### src/hw/rtl/assert_macros.svh
// Assertion macros shared by the filename packer RTL.
`ifndef ASSERT_MACROS_SVH
`define ASSERT_MACROS_SVH

// Same-cycle implication, sampled on clk_i, off while rst_ni is low.
`define RX50_ASSERT_IMP(label, ante, cons, msg) \
  label: assert property (@(posedge clk_i) disable iff (!rst_ni) (ante) |-> (cons)) \
    else $error(msg);

// Next-cycle implication, sampled on clk_i, off while rst_ni is low.
`define RX50_ASSERT_NXT(label, ante, cons, msg) \
  label: assert property (@(posedge clk_i) disable iff (!rst_ni) (ante) |=> (cons)) \
    else $error(msg);

`endif

### src/hw/rtl/rx50_pkg.sv
// Types, constants and helper functions of the RADIX-50 filename packer.
package rx50_pkg;

  typedef struct packed {
    logic [7:0] char_code;
    logic       last_char;
  } in_t;

  typedef struct packed {
    logic [15:0] name_word_a;
    logic [15:0] name_word_b;
    logic [15:0] ext_word;
    logic [1:0]  status;
  } out_t;

  // Status codes
  localparam logic [1:0] StatusOk      = 2'd0;
  localparam logic [1:0] StatusBadChar = 2'd1;
  localparam logic [1:0] StatusTooLong = 2'd2;

  localparam int unsigned NameMaxChars = 6;
  localparam int unsigned ExtMaxChars  = 3;
  localparam int unsigned Weight0      = 40 * 40;
  localparam int unsigned Weight1      = 40;

  localparam logic [5:0] CodeInvalid = 6'd40;

  localparam logic [7:0] ChSpace   = 8'h20;
  localparam logic [7:0] ChDollar  = 8'h24;
  localparam logic [7:0] ChPercent = 8'h25;
  localparam logic [7:0] ChDot     = 8'h2e;
  localparam logic [7:0] ChZero    = 8'h30;
  localparam logic [7:0] ChNine    = 8'h39;
  localparam logic [7:0] ChUpperA  = 8'h41;
  localparam logic [7:0] ChUpperZ  = 8'h5a;
  localparam logic [7:0] ChLowerA  = 8'h61;
  localparam logic [7:0] ChLowerZ  = 8'h7a;

  // ASCII to RADIX-50 code, lower case folded; CodeInvalid for anything else.
  function automatic logic [5:0] char_to_code(input logic [7:0] c);
    logic [7:0] u;
    logic [7:0] diff;
    u = c;
    if (c >= ChLowerA && c <= ChLowerZ) begin
      u = c - (ChLowerA - ChUpperA);
    end
    diff = 8'd0;
    priority if (u == ChSpace) begin
      return 6'd0;
    end else if (u >= ChUpperA && u <= ChUpperZ) begin
      diff = u - (ChUpperA - 8'd1);
      return diff[5:0];
    end else if (u == ChDollar) begin
      return 6'd27;
    end else if (u == ChDot) begin
      return 6'd28;
    end else if (u == ChPercent) begin
      return 6'd29;
    end else if (u >= ChZero && u <= ChNine) begin
      diff = u - (ChZero - 8'd30);
      return diff[5:0];
    end else begin
      return CodeInvalid;
    end
  endfunction

  // Weighted contribution of a code at slot 0, 1 or 2 of a word.
  function automatic logic [15:0] slot_term(input logic [5:0] code, input logic [1:0] slot);
    logic [15:0] t;
    unique case (slot)
      2'd0:    t = 16'(code) * 16'(Weight0);
      2'd1:    t = 16'(code) * 16'(Weight1);
      default: t = 16'(code);
    endcase
    return t;
  endfunction

endpackage

### src/hw/rtl/rx50_core.sv
// Per-character packing state and its combinational update.
`include "assert_macros.svh"

module rx50_core (
  input  logic             clk_i,
  input  logic             rst_ni,
  input  logic             step_i,
  input  rx50_pkg::in_t    data_i,
  output rx50_pkg::out_t   res_o
);

  logic [15:0] acc_a_q, acc_a_d;
  logic [15:0] acc_b_q, acc_b_d;
  logic [15:0] acc_e_q, acc_e_d;
  logic [2:0]  pos_q, pos_d;
  logic        ext_q, ext_d;
  logic [1:0]  err_q, err_d;

  logic [5:0]  code;
  logic [2:0]  pos_hi;
  logic [1:0]  slot;
  logic [15:0] term;
  logic        full;

  always_comb begin
    code   = rx50_pkg::char_to_code(data_i.char_code);
    pos_hi = pos_q - 3'd3;
    slot   = (ext_q || pos_q < 3'd3) ? pos_q[1:0] : pos_hi[1:0];
    term   = rx50_pkg::slot_term(code, slot);
    full   = ext_q ? (pos_q >= 3'(rx50_pkg::ExtMaxChars))
                   : (pos_q >= 3'(rx50_pkg::NameMaxChars));

    acc_a_d = acc_a_q;
    acc_b_d = acc_b_q;
    acc_e_d = acc_e_q;
    pos_d   = pos_q;
    ext_d   = ext_q;
    err_d   = err_q;

    // first error sticks, later characters are dropped
    priority if (err_q != rx50_pkg::StatusOk) begin
      err_d = err_q;
    end else if (!ext_q && data_i.char_code == rx50_pkg::ChDot) begin
      ext_d = 1'b1;
      pos_d = 3'd0;
    end else if (full) begin
      err_d = rx50_pkg::StatusTooLong;
    end else if (code == rx50_pkg::CodeInvalid) begin
      err_d = rx50_pkg::StatusBadChar;
    end else begin
      if (ext_q) begin
        acc_e_d = acc_e_q + term;
      end else if (pos_q < 3'd3) begin
        acc_a_d = acc_a_q + term;
      end else begin
        acc_b_d = acc_b_q + term;
      end
      pos_d = pos_q + 3'd1;
    end

    // result reflects this character's update
    res_o.status = err_d;
    if (err_d != rx50_pkg::StatusOk) begin
      res_o.name_word_a = 16'd0;
      res_o.name_word_b = 16'd0;
      res_o.ext_word    = 16'd0;
    end else begin
      res_o.name_word_a = acc_a_d;
      res_o.name_word_b = acc_b_d;
      res_o.ext_word    = acc_e_d;
    end
  end

  always_ff @(posedge clk_i or negedge rst_ni) begin
    if (!rst_ni) begin
      acc_a_q <= 16'd0;
      acc_b_q <= 16'd0;
      acc_e_q <= 16'd0;
      pos_q   <= 3'd0;
      ext_q   <= 1'b0;
      err_q   <= rx50_pkg::StatusOk;
    end else if (step_i) begin
      if (data_i.last_char) begin
        acc_a_q <= 16'd0;
        acc_b_q <= 16'd0;
        acc_e_q <= 16'd0;
        pos_q   <= 3'd0;
        ext_q   <= 1'b0;
        err_q   <= rx50_pkg::StatusOk;
      end else begin
        acc_a_q <= acc_a_d;
        acc_b_q <= acc_b_d;
        acc_e_q <= acc_e_d;
        pos_q   <= pos_d;
        ext_q   <= ext_d;
        err_q   <= err_d;
      end
    end
  end

  `RX50_ASSERT_NXT(a_clear_after_last, step_i && data_i.last_char,
                   pos_q == 3'd0 && !ext_q && err_q == rx50_pkg::StatusOk,
                   "state not cleared after last character")
  `RX50_ASSERT_NXT(a_err_sticky, err_q != rx50_pkg::StatusOk && !(step_i && data_i.last_char),
                   err_q == $past(err_q) && acc_a_q == $past(acc_a_q),
                   "sticky error or accumulator changed")
  `RX50_ASSERT_IMP(a_name_pos, !ext_q, pos_q <= 3'(rx50_pkg::NameMaxChars),
                   "name position out of range")
  `RX50_ASSERT_IMP(a_ext_pos, ext_q, pos_q <= 3'(rx50_pkg::ExtMaxChars),
                   "extension position out of range")

endmodule

### src/hw/rtl/radix50_filename_packer.sv
// A result is registered when its last character leaves the input register.
// Throughput: one character per cycle; the input register feeds the packing
//   step, and the result register decouples the output stall.
// A last character waits in the input register only while the result register
//   is full and stalled; other characters never wait.
// Reset (rst_ni low, async): both registers empty, packing state cleared.
`include "assert_macros.svh"

module radix50_filename_packer (
  input  logic           clk_i,
  input  logic           rst_ni,
  input  logic           in_valid_i,
  output logic           in_stall_o,
  input  rx50_pkg::in_t  in_data_i,
  output logic           out_valid_o,
  input  logic           out_stall_i,
  output rx50_pkg::out_t out_data_o
);

  // input register
  logic          in_valid_q, in_valid_d;
  rx50_pkg::in_t in_q;

  // result register
  logic           out_valid_q, out_valid_d;
  rx50_pkg::out_t out_q;

  rx50_pkg::out_t res;
  logic           out_free;
  logic           advance;
  logic           in_xfer;

  // A non-final character never needs the result register; a final one does.
  assign out_free   = !out_valid_q || !out_stall_i;
  assign advance    = in_valid_q && (!in_q.last_char || out_free);
  assign in_stall_o = in_valid_q && !advance;
  assign in_xfer    = in_valid_i && !in_stall_o;

  rx50_core u_core (
    .clk_i  (clk_i),
    .rst_ni (rst_ni),
    .step_i (advance),
    .data_i (in_q),
    .res_o  (res)
  );

  always_comb begin
    in_valid_d = in_valid_q;
    if (in_xfer) begin
      in_valid_d = 1'b1;
    end else if (advance) begin
      in_valid_d = 1'b0;
    end

    out_valid_d = out_valid_q;
    if (advance && in_q.last_char) begin
      out_valid_d = 1'b1;
    end else if (!out_stall_i) begin
      out_valid_d = 1'b0;
    end
  end

  always_ff @(posedge clk_i or negedge rst_ni) begin
    if (!rst_ni) begin
      in_valid_q  <= 1'b0;
      out_valid_q <= 1'b0;
    end else begin
      in_valid_q  <= in_valid_d;
      out_valid_q <= out_valid_d;
    end
  end

  // payload registers, no reset
  always_ff @(posedge clk_i) begin
    if (in_xfer) begin
      in_q <= in_data_i;
    end
    if (advance && in_q.last_char) begin
      out_q <= res;
    end
  end

  assign out_valid_o = out_valid_q;
  assign out_data_o  = out_q;

  `RX50_ASSERT_IMP(a_err_zero_words, out_valid_o && out_data_o.status != rx50_pkg::StatusOk,
                   out_data_o.name_word_a == 16'd0 && out_data_o.name_word_b == 16'd0
                   && out_data_o.ext_word == 16'd0,
                   "error result carries nonzero words")
  `RX50_ASSERT_IMP(a_last_blocked, in_valid_q && in_q.last_char && out_valid_q && out_stall_i,
                   in_stall_o && !advance,
                   "final character passed a full stalled result register")
  `RX50_ASSERT_IMP(a_stall_needs_item, in_stall_o, in_valid_q && in_q.last_char,
                   "input stalled without a waiting final character")

endmodule

### config.mk
export PLATFORM = sky130hd
export DESIGN_NAME = radix50_filename_packer
export DESIGN_NICKNAME = d
export VERILOG_FILES = /design/src/hw/rtl/rx50_pkg.sv /design/src/hw/rtl/rx50_core.sv /design/src/hw/rtl/radix50_filename_packer.sv
export VERILOG_INCLUDE_DIRS = /design/src /design/src/hw/rtl
export SDC_FILE = /design/constraint.sdc
export NUM_CORES = 1
export LEC_CHECK = 0
export BUFFER_PORTS_ARGS = -buffer_cell sky130_fd_sc_hd__buf_2
export CAP_MARGIN = 10
export CORE_MARGIN = 5
export CORE_UTILIZATION = 66
export DETAILED_ROUTE_END_ITERATION = 6
export GPL_TIMING_DRIVEN = 0
export PLACE_DENSITY = 0.83
export SKIP_CTS_REPAIR_TIMING = 1
export SLEW_MARGIN = 20
export SYNTH_ARGS = -nofsm -noshare
export SYNTH_HDL_FRONTEND = slang
export SYNTH_HIERARCHICAL = 1
export SYNTH_SLANG_ARGS = --single-unit
### constraint.sdc
create_clock -name clk_i -period 16.2 [get_ports clk_i]
set_input_delay 1.62 -clock clk_i [delete_from_list [all_inputs] [get_ports clk_i]]
set_output_delay 1.62 -clock clk_i [all_outputs]
set_load 0.01 [all_outputs]
==> key figures, run 1 <==
Run status
  – Status: finished, final reports clean

Global routing
  – First-pass GRT wire length: 33300 um
  – Vias in the first global route: 6652
  – Antenna violations before repair: 0
  – Total gr overflow: 0
  – GRT Util Overall: 0.299
  – Largest net degree at the start of global routing: 57

Synth
  – Post-synthesis average cell area: between 9 and 10 um^2
  – Share of the synthesized area in the top cell type: 0.229
  – Post-synthesis sequential area ratio: 0.409
  – Top cells by area, synth: edfxtp_1 (23%), dfrtp_1 (18%), ha_1 (13%), nand2_1 (6.7%), a21oi_1 (5.0%)
  – Yosys warns: 6
  – Distinct cells, synth: 59
  – Asr flop ratio synth: 0.487
  – Yosys top cell by area: edfxtp_1
  – Synthesized area: slightly below 0.008 mm^2
  – Seq cells post-synth: 115
  – Cells after Synth: roughly 830
  – EDFF count, synth: between 50 and 60
  – Most used DFF post-synth: edfxtp_1
  – Post-synth net total: slightly above 900

Timing
  – Setup TNS: 0 ps
  – Final worst slack: roughly 8900 ps
  – RSZ-0062 raised after global routing: no
  – Fmax: 138 MHz
  – Final setup viols: 0
  – Count of final hold-check violations: 0
  – Slew headroom: 0.169
  – Crit path time final: ~7300 ps
  – Tcrit/Tclk final: 0.448
  – Slew Limit Fails: 0
  – Actual slew at the worst max-slew pin: ~1200 ps
  – Fin Clk Skew: between 8 and 9 ps

Floorplan
  – Row count: 39
  – Die W: approximately 120 um
  – Die area: 0.0140 mm^2
  – # IOs: 65
  – Starting density of the core: 0.676
  – Die H: roughly 120 um
  – Core area: 0.0115 mm^2

Layout
  – Final net count: approximately 1k
  – N_diodes: 0
  – Final Non-Filler Cells: between 1k and 1.5k
  – Fraction of layout cells with a size suffix above 1: 0.121
  – Area delta synth->final: 14.9%
  – Final Cell Area: 0.00890 mm^2

Setup path
  – Startpoint Class: flip-flop
  – Reg-to-reg startpoint: in_q[7]
  – Worst setup EP type: flip-flop
  – Setup CP Type: flip-flop to flip-flop
  – R2R depth: 23
  – R2r endpoint: out_data_o[49]
  – Flop2flop setup slack: slightly below 9000 ps
  – CP arrival: roughly 7500 ps
  – Worst Path Max Fanout: 7
  – Data required, critical path: roughly 16000 ps

Routing
  – Drt pass-1 iters: 5
  – Routed via count: slightly below 7k
  – Routed WL per cell: around 19 um
  – Iteration-0 DRC Markers: 593
  – # DRC: 0
  – ANT nets after route: 0
  – Total wire length: 20500 um
  – DR vias/cell: between 6 and 7

Clock network
  – Worst-Skew Late Latency: between 400 and 500 ps
  – Clock-pin slew on the worst setup and hold paths: ~50 ps
  – Max Buffers Root-to-Sink: 2
  – CTS buffer count: 17
  – Clock H-tree levels: 4
  – CTS tree: built
  – Root buf cell: clkbuf_16
  – Num Clock Sinks: 115

Place
  – Port bufs: 64
  – Gpl congestion: between 0.9 and 1
  – Placement-stage cell area: between 0.008 and 0.009 mm^2
  – Place WS: 9190 ps
  – Dpl cells: just over 1k
  – Post-DP HPWL: ~14000 um

Power
  – Psw: 430 uW
  – Seq pwr share: 0.307
  – Switching share of power: 0.364
  – Total Power: approximately 1200 uW
  – Power Internal: about 750 uW
  – PwrDens: 133 mW/mm^2
  – Max IR drop VDD: 0.0983 mV
  – Clock power frac: 0.315
  – Comb power frac: 0.378
  – Leakage: 0.00397 uW

Hold path
  – Min-Delay Path Depth: 2
  – Hold_sp: u_core/acc_a_q[6]
  – Hold/Removal Path Class: flip-flop to flip-flop
  – Hold Path End: u_core/acc_a_q[6]

Flow run
  – Max-cap viol count: 0
[how the worst max path moves through the flow]
stage | start | to | slack [ps] | cells past startpoint
after floorplan | in_q[6] | u_core/acc_a_q[15] | 10610 | 23
after global placement | in_q[6] | out_data_o[49] | 9410 | 23
after detailed placement | in_q[6] | out_data_o[49] | 9190 | 23
after CTS | in_q[6] | out_data_o[49] | 9170 | 23
after global routing | in_q[6] | out_data_o[49] | 8740 | 23
final | in_q[7] | out_data_o[49] | 8940 | 23
[Yosys cell counts, drive strengths merged (14+ instances only)]
| master | number |
|---|---|
| inv | 25 |
| xnor2 | 34 |
| a21oi | 78 |
| o21ai | 76 |
| dfrtp | 56 |
| a21o | 16 |
| nor3 | 14 |
| clkbuf | 23 |
| nor2 | 47 |
| ha | 78 |
| edfxtp | 59 |
| nand2 | 138 |
[cells by family (layout without fill, tap and decap cells)]
family                     count (synthesis)  after routing  share of synthesized area
DFF                                      115            115                      0.409
adders and majority gates                 83             83                      0.139
xor gates and xnor gates                  47             47                     0.0531
buffers and inverters                     53            151                     0.0273
and+or+nand+nor                          264            264                      0.154
muxes                                      4              4                    0.00565
AOI/OAI and AO/OA                        260            260                      0.211
[power groups by stage]
stage / Combinational [uW] / Clock, uW / Sequential (uW)
2_1_floorplan: 310 / 0 / 369
3_3_place_gp: 413 / 0 / 366
3_5_place_dp: 430 / 0 / 366
4_1_cts: 437 / 374 / 362
5_1_grt: 487 / 391 / 366
6_report: 446 / 371 / 363
[flip-flops by register name (all words and copies together) (netlist names)]
signal	flops
in_q	9
in_valid_q	1
out_data_o	50
out_valid_o	1
u_core/acc_a_q	16
u_core/acc_b_q	16
u_core/acc_e_q	16
u_core/err_q	2
u_core/ext_q	1
u_core/pos_q	3
[metrics by stage]
step	util	hold WS, ps
5_1_grt	0.776	547
3_5_place_dp	0.725	506
6_report	0.776	518
2_1_floorplan	-	478
3_3_place_gp	0.719	495
4_1_cts	0.776	519
[per-layer routing]
layer  part of all wire  up-vias  routed length, um  global-route usage
met3              0.078       63               1610              0.0554
met5                  0        -                  0                   0
met4              0.040        0                820               0.150
met2               0.48      319               9810               0.485
met1               0.40     3248               8300               0.385
li1                   -     3185                  -                   -
[cell type report]
cell class	count	area (um^2)
Buffer	28	118
Clock buffer	20	447
Clock inverter	12	139
Fill cell	793	2560
Inverter	25	93.8
Multi-Input combinational cell	658	4380
Sequential cell	115	3170
Tap cell	143	179
Timing Repair Buffer	66	378
[placed cells by master (no fill, tap or decap), drive strengths merged, types with 4 or more instances in the layout]
cell type	n
xnor2	34
ha	78
or3	11
nand2b	7
o22ai	7
a21oi	78
o211ai	7
clkbuf	43
fa	5
inv	25
and2	7
nor3	14
buf	71
nor4	4
or2	4
a211o	4
o21a	4
xor2	13
o31ai	5
nand2	138
o21ai	76
a211oi	11
nand3	12
clkinv	8
o211a	4
a22o	12
a31oi	7
and3	6
edfxtp	59
nand3b	5
a21o	16
nor2	47
o21bai	8
dfrtp	56
mux2i	4
[worst max-delay path, cell delays in order, from the launching register on]
cell,delay [ps]
edfxtp_1,430
inv_1,90
ha_1,220
o21ai_0,160
o2111ai_1,220
a311oi_2,570
o21bai_1,140
o211ai_1,200
inv_1,210
ha_1,320
ha_1,230
fa_1,400
a21o_1,170
a21oi_1,190
xor2_1,80
o21ai_0,880
ha_1,450
or3_1,360
o21ai_0,120
nor3_1,90
a2111oi_1,750
xor2_1,200
or3_1,360
a21oi_1,230
Power figures use the tool's default switching activity.
==> run 2: changes to the inputs <==
Settings changed: CORE_UTILIZATION 66 to 55, PLACE_DENSITY 0.83 to 0.73.
Clock period 16.2 ns to 6.5 ns, I/O delays scaled along.
==> key figures, run 2 (synthesized netlist as in run 1, its figures left out) <==
Run status
  – Status: finished, final reports clean

Timing
  – Crit path time final: approximately 6100 ps
  – Hold_ws: a little under 300 ps
  – Slew Limit Fails: 0
  – Fmax: approximately 160 MHz
  – Final worst slack: approximately 360 ps
  – Final setup viols: 0
  – Tcrit/Tclk final: 0.945
  – Actual slew at the worst max-slew pin: approximately 1200 ps
  – Slew headroom: 0.175
  – Fin Clk Skew: a little over 9 ps
  – Count of final hold-check violations: 0

Floorplan
  – Die W: 129 um
  – # IOs: 65
  – Starting density of the core: 0.560
  – Core area: 0.0138 mm^2
  – Die H: 129 um
  – Row count: 43
  – Die area: roughly 0.017 mm^2

Setup path
  – R2r endpoint: out_data_o[33]
  – Worst setup EP type: flip-flop
  – R2R depth: 22
  – Flop2flop setup slack: about 360 ps
  – Critical Path Max Stage Delay: 500 ps
  – CP delay by family, top: compound AO/OA/AOI/OAI gates
  – Worst Path Max Fanout: 5
  – Startpoint Class: flip-flop
  – Setup CP Type: flip-flop to flip-flop
  – Worst path cell trace: inv_1 -> ha_1 -> o21ai_0 -> o2111ai_1 -> a311oi_4 -> o21bai_1 -> o211ai_1 -> inv_1 -> ha_1 -> ha_1 -> fa_1 -> nand2_1 -> o21ai_0 -> ha_1 -> o21a_1 -> o21ai_0 -> a21oi_1 -> a41oi_1 -> o21ai_0 -> xnor2_1 -> o21ai_0 -> a21oi_1
  – CP max-delay cell: ha_1
  – Top cell by count, worst path: o21ai_0
  – CP arrival: about 6400 ps
  – Crit path buf inv count: 2
  – Reg-to-reg startpoint: in_q[6]
  – Data required, critical path: between 6000 and 7000 ps

Routing
  – DR top layer: met4
  – ANT nets after route: 0
  – # DRC: 0
  – Routed via count: approximately 6.6k
  – Total wire length: about 19000 um
  – Drt pass-1 iters: 5
  – Routed wl met3: roughly 1300 um
  – Routed WL per cell: around 18 um
  – Met1 wire length: around 8400 um
  – Iteration-0 DRC Markers: ~630
  – Met2 Wirelength: 9170 um
  – DR vias/cell: a little under 6

Layout
  – Fraction of layout cells with a size suffix above 1: 0.125
  – Final Non-Filler Cells: between 1k and 1.5k
  – Layout fillers: about 1.2k
  – Area delta synth->final: 15.8%
  – Leading cell type in the layout, fill and taps excluded: nand2_1
  – N_diodes: 0
  – Commonest cells after routing, fill and taps aside: nand2_1 (138), ha_1 (78), a21oi_1 (77), o21ai_0 (69), buf_2 (67)
  – Final net count: 1009
  – Max reg flops: 50

Place
  – Place WS: -458 ps
  – Port bufs: 64
  – Dpl cells: between 1k and 1.5k
  – Gpl congestion: about 0.89
  – Post-DP HPWL: between 10000 and 15000 um

Power
  – Seq pwr share: 0.311
  – Switching share of power: 0.370
  – Leakage: between 0.003 and 0.004 uW
  – Psw: between 1000 and 1500 uW
  – Clock power frac: 0.305
  – Power Internal: 1830 uW
  – Comb power frac: 0.384
  – Max IR drop VDD: approximately 0.17 mV
  – PwrDens: approximately 320 mW/mm^2

Clock network
  – Num Clock Sinks: between 100 and 150
  – Clock-pin slew on the worst setup and hold paths: approximately 50 ps
  – Root buf cell: clkbuf_16
  – Max Buffers Root-to-Sink: 2
  – CTS buffer count: 17
  – Worst-Skew Late Latency: 420 ps
  – Clock H-tree levels: 4
  – CTS tree: built

Global routing
  – GRT Util Overall: 0.242
  – Antenna violations before repair: 0
  – Total gr overflow: 0
  – Largest net degree at the start of global routing: 57
  – First-pass GRT wire length: about 31000 um
  – Vias in the first global route: between 6k and 7k

Flow run
  – Max-cap viol count: 0

Hold path
  – Hold/Removal Path Class: primary input to async pin
[run 2: layout make-up]
class / instances / area (um^2) / area share
multi-input combinational: 658 / 4420 / 0.493
clock inverter: 13 / 118 / 0.0131
timing repair buffer: 68 / 393 / 0.0438
clock buffer: 19 / 433 / 0.0482
tap: 180 / 225 / 0.0251
buffer: 28 / 118 / 0.0131
inverter: 25 / 93.8 / 0.0105
sequential: 115 / 3170 / 0.353
[run 2: per-stage QoR]
stage                     cell area (um^2)  total power (uW)  utilization  setup TNS (ps)
after floorplan                       7750              1690            -               0
after global placement                8300              1950        0.600            -696
after detailed placement              8360              1980        0.605            -906
after CTS                             8910              2880        0.645            -935
after global routing                  8980              3070        0.649          -0.746
final                                 8980              2900        0.649               0
[run 2: worst max-delay path by stage]
stage / start / to / depth (start not counted)
after floorplan: in_q[6] / u_core/acc_a_q[15] / 23
after global placement: in_q[6] / out_data_o[49] / 23
after detailed placement: in_q[6] / out_data_o[49] / 23
after CTS: in_q[6] / out_data_o[49] / 23
after global routing: in_q[6] / out_data_o[33] / 22
final: in_q[6] / out_data_o[33] / 22
[run 2: power groups by stage]
stage | Combinational, uW | Clock [uW] | Sequential (uW)
final | 1120 | 883 | 902
after global routing | 1220 | 938 | 910
after CTS | 1080 | 896 | 900
after detailed placement | 1070 | 0 | 914
after global placement | 1030 | 0 | 913
after floorplan | 772 | 0 | 919
[run 2: layer usage]
| metal | vias up | track usage |
|---|---|---|
| met5 | - | 0 |
| met4 | 0 | 0.104 |
| met3 | 40 | 0.0506 |
| met2 | 238 | 0.386 |
| met1 | 3115 | 0.320 |
| li1 | 3204 | - |
